==> src/hdl/ebmlh_pkg.sv <==
// ----------------------------------------------------------------------------
// EBML header encoder package
// Types and fixed constants shared by the header encoder modules.
// ----------------------------------------------------------------------------
package ebmlh_pkg;

	// Field widths of one input word.
	localparam int ID_W    = 32;
	localparam int SIZE_W  = 56;
	localparam int LEN_W   = 4;
	localparam int IDCNT_W = 3;

	// Largest header in bytes: four ID bytes and eight size bytes.
	localparam int MAX_HDR_BYTES = 12;

	// Length marker of a one-byte size code.
	localparam logic [7:0] SIZE_MARKER = 8'h80;

	// Depth of the queue between the front and back parts.
	localparam int QDEPTH  = 2;
	localparam int QPTR_W  = $clog2(QDEPTH);
	localparam int QCNT_W  = $clog2(QDEPTH + 1);

	// One classified header, ready for serialisation.
	typedef struct packed {
		logic [ID_W-1:0]    id;
		logic [SIZE_W-1:0]  val;
		logic [IDCNT_W-1:0] id_cnt;
		logic [LEN_W-1:0]   sz_cnt;
	} job_t;

endpackage

==> src/hdl/ebml_element_header_encoder.sv <==
// ----------------------------------------------------------------------------
// EBML element header encoder
// Turns an element ID and size into the ID bytes and a size code.
// ----------------------------------------------------------------------------
//
//  Channel | Handshake           | Word
//  --------+---------------------+----------------------------------------
//  input   | in_valid / in_stall | element_id, size_value, forced_length
//  output  | out_valid/out_stall | out_byte, last_byte
//
// One output byte leaves per cycle while the output is not stalled, and a header
// has 1 to 12 bytes: its ID byte count plus its size length, with one output register.
// A taken word is written into the queue, then its first byte loads the output register.
// Reset clears the queue and the output valid; no clearing pass follows.
// The input stalls only while the two-entry queue is full, so output stalls
// reach the input after the queue has filled.
//
module ebml_element_header_encoder #(
	parameter int MAX_ID_BYTES   = 4,
	parameter int MAX_SIZE_BYTES = 8
) (
	input  logic                         clk,
	input  logic                         arst_n,
	input  logic                         in_valid,
	output logic                         in_stall,
	input  logic [ebmlh_pkg::ID_W-1:0]   element_id,
	input  logic [ebmlh_pkg::SIZE_W-1:0] size_value,
	input  logic [ebmlh_pkg::LEN_W-1:0]  forced_length,
	output logic                         out_valid,
	input  logic                         out_stall,
	output logic [7:0]                   out_byte,
	output logic                         last_byte
);
	import ebmlh_pkg::*;

	job_t fr_job;
	job_t q_head;
	logic q_push;
	logic q_pop;
	logic q_full;
	logic q_head_valid;

	// Classification of incoming words.
	ebmlh_front #(
		.MAX_ID_BYTES   (MAX_ID_BYTES),
		.MAX_SIZE_BYTES (MAX_SIZE_BYTES)
	) u_front (
		.in_valid      (in_valid),
		.in_stall      (in_stall),
		.element_id    (element_id),
		.size_value    (size_value),
		.forced_length (forced_length),
		.q_full        (q_full),
		.push          (q_push),
		.job           (fr_job)
	);

	// Decoupling queue.
	ebmlh_queue u_queue (
		.clk        (clk),
		.arst_n     (arst_n),
		.push       (q_push),
		.wr_job     (fr_job),
		.pop        (q_pop),
		.head       (q_head),
		.head_valid (q_head_valid),
		.full       (q_full)
	);

	// Byte serialiser.
	ebmlh_back u_back (
		.clk        (clk),
		.arst_n     (arst_n),
		.head       (q_head),
		.head_valid (q_head_valid),
		.pop        (q_pop),
		.out_valid  (out_valid),
		.out_stall  (out_stall),
		.out_byte   (out_byte),
		.last_byte  (last_byte)
	);

endmodule

==> src/hdl/ebmlh_front.sv <==
// ----------------------------------------------------------------------------
// EBML header encoder front part
// Accepts input words and works out the ID byte count and size length.
// ----------------------------------------------------------------------------
module ebmlh_front #(
	parameter int MAX_ID_BYTES   = 4,
	parameter int MAX_SIZE_BYTES = 8
) (
	input  logic                         in_valid,
	output logic                         in_stall,
	input  logic [ebmlh_pkg::ID_W-1:0]   element_id,
	input  logic [ebmlh_pkg::SIZE_W-1:0] size_value,
	input  logic [ebmlh_pkg::LEN_W-1:0]  forced_length,
	input  logic                         q_full,
	output logic                         push,
	output ebmlh_pkg::job_t              job
);
	import ebmlh_pkg::*;

	logic [ID_W-1:0]    id_kept;
	logic [IDCNT_W-1:0] id_cnt;
	logic [LEN_W-1:0]   min_len;
	logic [LEN_W-1:0]   sz_cnt;
	logic [SIZE_W-1:0]  low_mask;

	// The word is taken whenever the queue has room.
	assign in_stall = q_full;
	assign push     = in_valid && !q_full;

	// Keep the low ID bytes and find the highest non-zero one.
	always_comb begin
		id_kept = '0;
		id_cnt  = '0;
		for (int b = 0; b < ID_W / 8; b++) begin
			if (b < MAX_ID_BYTES) begin
				id_kept[b*8 +: 8] = element_id[b*8 +: 8];
				if (element_id[b*8 +: 8] != 8'h00) begin
					id_cnt = IDCNT_W'(b + 1);
				end
			end
		end
	end

	// Minimal length: one more byte for each k where size+1 reaches 2^(7k).
	always_comb begin
		min_len  = LEN_W'(1);
		low_mask = '0;
		for (int k = 1; k < 8; k++) begin
			low_mask = {low_mask[SIZE_W-8:0], 7'h7f};
			if (k < MAX_SIZE_BYTES) begin
				if (((size_value & ~low_mask) != '0) ||
				    ((size_value | ~low_mask) == {SIZE_W{1'b1}})) begin
					min_len = LEN_W'(k + 1);
				end
			end
		end
	end

	// Forced lengths saturate at the largest size code.
	always_comb begin
		if (forced_length == '0) begin
			sz_cnt = min_len;
		end else if (forced_length > LEN_W'(MAX_SIZE_BYTES)) begin
			sz_cnt = LEN_W'(MAX_SIZE_BYTES);
		end else begin
			sz_cnt = forced_length;
		end
	end

	assign job.id     = id_kept;
	assign job.val    = size_value;
	assign job.id_cnt = id_cnt;
	assign job.sz_cnt = sz_cnt;

endmodule

==> src/hdl/ebmlh_queue.sv <==
// ----------------------------------------------------------------------------
// EBML header encoder job queue
// A short first-in first-out store between the front and back parts.
// ----------------------------------------------------------------------------
module ebmlh_queue (
	input  logic            clk,
	input  logic            arst_n,
	input  logic            push,
	input  ebmlh_pkg::job_t wr_job,
	input  logic            pop,
	output ebmlh_pkg::job_t head,
	output logic            head_valid,
	output logic            full
);
	import ebmlh_pkg::*;

	job_t              mem_q [QDEPTH];
	logic [QPTR_W-1:0] wr_ptr_q;
	logic [QPTR_W-1:0] rd_ptr_q;
	logic [QCNT_W-1:0] count_q;

	assign full       = (count_q == QCNT_W'(QDEPTH));
	assign head_valid = (count_q != '0);
	assign head       = mem_q[rd_ptr_q];

	// Entry storage.
	always_ff @(posedge clk) begin
		if (push) begin
			mem_q[wr_ptr_q] <= wr_job;
		end
	end

	// Pointers and fill count.
	always_ff @(posedge clk or negedge arst_n) begin
		if (!arst_n) begin
			wr_ptr_q <= '0;
			rd_ptr_q <= '0;
			count_q  <= '0;
		end else begin
			if (push) begin
				wr_ptr_q <= wr_ptr_q + QPTR_W'(1);
			end
			if (pop) begin
				rd_ptr_q <= rd_ptr_q + QPTR_W'(1);
			end
			if (push && !pop) begin
				count_q <= count_q + QCNT_W'(1);
			end else if (pop && !push) begin
				count_q <= count_q - QCNT_W'(1);
			end
		end
	end

endmodule

==> src/hdl/ebmlh_back.sv <==
// ----------------------------------------------------------------------------
// EBML header encoder back part
// Serialises one queued header into ID bytes and size code bytes.
// ----------------------------------------------------------------------------
module ebmlh_back (
	input  logic            clk,
	input  logic            arst_n,
	input  ebmlh_pkg::job_t head,
	input  logic            head_valid,
	output logic            pop,
	output logic            out_valid,
	input  logic            out_stall,
	output logic [7:0]      out_byte,
	output logic            last_byte
);
	import ebmlh_pkg::*;

	logic               active_q;
	job_t               job_q;
	logic [IDCNT_W-1:0] id_left_q;
	logic [LEN_W-1:0]   sz_left_q;
	logic               out_valid_q;
	logic [7:0]         out_byte_q;
	logic               last_q;

	job_t               src;
	logic [IDCNT_W-1:0] cur_id_left;
	logic [LEN_W-1:0]   cur_sz_left;
	logic [IDCNT_W-1:0] id_idx;
	logic [LEN_W-1:0]   sz_idx;
	logic [LEN_W-1:0]   top_idx;
	logic [63:0]        val_ext;
	logic [7:0]         id_sel;
	logic [7:0]         val_sel;
	logic [7:0]         marker;
	logic               is_id;
	logic               adv;
	logic               emit;
	logic [7:0]         byte_d;
	logic               last_d;
	logic [IDCNT_W-1:0] id_left_d;
	logic [LEN_W-1:0]   sz_left_d;

	// Work from the held header, or straight from the queue head when idle.
	always_comb begin
		src         = active_q ? job_q : head;
		cur_id_left = active_q ? id_left_q : head.id_cnt;
		cur_sz_left = active_q ? sz_left_q : head.sz_cnt;
	end

	// The output register moves when empty or when its word is taken.
	assign adv  = !out_valid_q || !out_stall;
	assign emit = adv && (active_q || head_valid);
	assign pop  = emit && !active_q;

	// Byte selection: ID bytes high first, then the size code.
	always_comb begin
		id_idx  = cur_id_left - IDCNT_W'(1);
		sz_idx  = cur_sz_left - LEN_W'(1);
		top_idx = src.sz_cnt - LEN_W'(1);
		val_ext = {{(64 - SIZE_W){1'b0}}, src.val};
		id_sel  = src.id[{id_idx[1:0], 3'b000} +: 8];
		val_sel = val_ext[{sz_idx[2:0], 3'b000} +: 8];
		marker  = SIZE_MARKER >> top_idx[2:0];
		is_id   = (cur_id_left != '0);
		if (is_id) begin
			byte_d    = id_sel;
			last_d    = 1'b0;
			id_left_d = id_idx;
			sz_left_d = cur_sz_left;
		end else begin
			byte_d    = val_sel | ((cur_sz_left == src.sz_cnt) ? marker : 8'h00);
			last_d    = (cur_sz_left == LEN_W'(1));
			id_left_d = cur_id_left;
			sz_left_d = sz_idx;
		end
	end

	// Control state.
	always_ff @(posedge clk or negedge arst_n) begin
		if (!arst_n) begin
			active_q    <= 1'b0;
			out_valid_q <= 1'b0;
		end else begin
			if (emit) begin
				out_valid_q <= 1'b1;
				active_q    <= !last_d;
			end else if (adv) begin
				out_valid_q <= 1'b0;
			end
		end
	end

	// Header and output word registers.
	always_ff @(posedge clk) begin
		if (emit) begin
			job_q      <= src;
			id_left_q  <= id_left_d;
			sz_left_q  <= sz_left_d;
			out_byte_q <= byte_d;
			last_q     <= last_d;
		end
	end

	assign out_valid = out_valid_q;
	assign out_byte  = out_byte_q;
	assign last_byte = last_q;

endmodule

==> config.mk <==
export PLATFORM = sky130hd
export DESIGN_NAME = ebml_element_header_encoder
export DESIGN_NICKNAME = d
export VERILOG_FILES = /design/src/hdl/ebmlh_pkg.sv /design/src/hdl/ebml_element_header_encoder.sv /design/src/hdl/ebmlh_front.sv /design/src/hdl/ebmlh_queue.sv /design/src/hdl/ebmlh_back.sv
export SDC_FILE = /design/constraint.sdc
export NUM_CORES = 1
export LEC_CHECK = 0
export ABC_AREA = 1
export BUFFER_PORTS_ARGS = -buffer_cell sky130_fd_sc_hd__buf_4
export CAP_MARGIN = 10
export CORE_MARGIN = 1
export CORE_UTILIZATION = 65
export CTS_BUF_LIST = sky130_fd_sc_hd__clkbuf_4 sky130_fd_sc_hd__clkbuf_8
export DETAILED_ROUTE_END_ITERATION = 8
export GPL_ROUTABILITY_DRIVEN = 0
export PLACE_DENSITY = 0.83
export SYNTH_ARGS = -nofsm -noshare
export SYNTH_HDL_FRONTEND = slang
export SYNTH_SLANG_ARGS = --single-unit
==> constraint.sdc <==
create_clock -name clk -period 11.7 [get_ports clk]
set_input_delay 0 -clock clk [delete_from_list [all_inputs] [get_ports clk]]
set_output_delay 0 -clock clk [all_outputs]
set_load 0.03 [all_outputs]
==> impl_metrics.ini <==
[pwr]
peakVddDrop_mv = 0.152
p_leak_nw = 6.68
powerDensity_mw_per_mm2 = 284

[clock_network]
clock-sinks = 304
clk_path_buf_depth = 3
htreeDepth = 2
cts_root_buf = clkbuf_8
ctsResizeCount = 0
clk_latency_ns = 0.57
cts_tree = built
cts_made_buffers = 47
clkTransAtPathRegs_ns = 0.07

[logic_synthesis]
synth_cells = 1300
syn_nets = 1402
synth_top_area_share_pct = 65.5
synth-xor-area-share_pct = 0.586
ys_seq_area_share_pct = 66.6
yosys.cell_types.count = 43
synth_compound_area_share_pct = 9.88
synthAdderAreaFrac_pct = 0.549
ys_ff_latch = 304
synth.avg_cell_area_um2 = 10.5
yosysTopAreaCell = edfxtp_1
yosys.area_share.simple_pct = 16.5
synthMuxAreaShare_pct = 0
synth_area_leaders = edfxtp_1, nand2_1, a21oi_1, inv_1, nor2_1
syn_area_mm2 = 0.0137
yosysWarnings = 0
synth_top_family_by_area = simple AND/OR/NAND/NOR gates

[finish]
drive_gt1_share_pct = 14.0
fillers = 1157
final_cell_mix = nand2_1, edfxtp_1, a21oi_1
area_growth_pct = 20.8
diodes = 0
layout_commonest_cell = nand2_1
final_area_mm2 = 0.0165
final_nets = 1610

[die]
std_cell_rows = 52
die_h_um = 147
initial_core_util_pct = 66.9
io_pins = 107
dieArea_mm2 = 0.0216
fp.coreArea_mm2 = 0.0204
die_w_um = 147

[min_path]
hold_class = in2reg

[global_routing]
track_usage_pct = 33.3
grt_pass1_vias = 10400
grt_max_degree = 78
antenna_found_initial = 0
grt_pass1_wl_um = 55100
gr-total-overflow = 0

[detailed_routing]
vias_per_cell = 5.82
wl_um = 34900
ant_nets = 0
drtPass1Iterations = 8
wl_per_cell_um = 19.2
drtIter0Drc = 1356
drc = 0
vias = 10600

[timing]
period_share_pct = 36.4
hold_viol = 0
drv_slew = 0
period_minus_slack_ns = 4.26
slew_headroom_pct = 37.7
tightestPinTransition_ns = 0.927
finClkSkew_ns = 0.0238
clock.fmax_ghz = 0.235
fin_tns_setup_ns = 0
setup_viol = 0
rsz0062_at_grt = no

[flow_run]
cap_viol_max_count = 0

[setup_path]
required_ns = 12.01
worstPathArrival_ns = 4.56
crit_type = reg2reg
start_kind = register
endpoint_kind = register
cp_max_fo = 77

[place]
place.detailed.hpwl_um = 21000
post_dp_cell_area_mm2 = 0.0146
io_buffers = 106

[status]
outcome = finished, final reports clean
[metal layers]
layer	vias to the layer above	GRT usage, %	share of wire (%)
li1	4826	-	-
met1	5001	46.3	39
met2	654	52.9	47
met3	86	6.93	11
met4	0	11.5	2.7
met5	-	0	0
[power breakdown]
part	total, mW	switching (mW)	internal [mW]	leakage [nW]
sequential	1.84	0.127	1.72	2.90
clock	0.900	0.410	0.490	0.504
combinational	1.94	1.37	0.573	3.27
[state kept, by name, indices dropped and copies added (netlist names)]
register          count
u_back.out_valid      1
u_back.job_q         92
u_back.sz_left_q      4
u_queue.count_q       2
u_queue.wr_ptr_q      1
u_back.id_left_q      3
u_queue.rd_ptr_q      1
u_queue.mem_q       190
u_back.last_byte      1
u_back.active_q       1
u_back.out_byte       8
[critical path: stages, from the launching register on]
cell,delay [ns]
dfrtp_2,0.43
inv_4,0.48
buf_4,0.76
nand3_1,0.26
o21ai_4,0.26
ha_1,0.30
ha_1,0.65
nor2_1,0.24
o21ai_0,0.18
o22ai_1,0.16
a21oi_1,0.15
nand2_1,0.07
[cell families after synthesis]
kind of cell	count (synthesis)
AO/OA/AOI/OAI	239
XOR/XNOR	7
adder cells (fa/ha/maj)	6
buffers and inverters	190
flip-flops	304
AND/OR/NAND/NOR	554
[cells in the mapped netlist (all sizes together)]
library cell,number
buf,43
and2,4
nor3,8
clkinv,3
nand4,8
nand2,346
nand3b,4
nand3,32
nor4,9
clkbuf,9
xnor2,3
dfrtp,6
o31ai,1
o21a,37
ha,6
o211ai,10
o21ai,50
or2,11
o22ai,5
nor2,131
inv,135
or3b,1
a21oi,134
edfxtp,298
xor2,4
o21bai,2
[path summary, 6_finish.rpt]
| check | slack [ns] | endpoint | startpoint | cells after the start |
|---|---|---|---|---|
| worst max-delay path | 7.44 | u_back.out_byte[6] | u_back.active_q | 11 |
| worst min register to register | 0.55 | u_queue.count_q[0] | u_queue.count_q[0] | 1 |
| min in group asynchronous | 0.43 | u_back.active_q | arst_n | 3 |
| worst min-delay path | 0.1 | u_queue.wr_ptr_q | in_valid | 5 |
| max in group asynchronous | 10.99 | u_queue.rd_ptr_q | arst_n | 3 |
| worst max register to register | 7.44 | u_back.out_byte[6] | u_back.active_q | 11 |
[through the flow]
step,util (%),power [mW],hold slack [ns],cells,worst slack (ns)
after floorplan,-,3.20,-0.296,1300,6.58
after global placement,71.4,3.61,-0.178,1633,7.79
final,80.8,4.68,0.0998,1816,7.44
after detailed placement,71.4,3.70,-0.180,1633,7.62
after CTS,80.8,4.64,0.0977,1816,7.54
after global routing,80.8,4.96,0.144,1816,7.14
[layout make-up]
type	instances	area (um^2)	share of cell area (%)
inverter	138	523	3.17
timing repair buffer	211	1820	11.1
clock inverter	23	146	0.887
tap	270	338	2.05
multi-input combinational	806	3770	22.8
sequential	304	9100	55.1
clock buffer	64	806	4.88
[what timing repair did]
| action | in CTS | in global routing |
|---|---|---|
| setup buffers | 0 | 0 |
| hold buffers | 96 | 0 |
| hold endpoints to repair | 196 | 0 |
(Power assumes the default switching activity.)
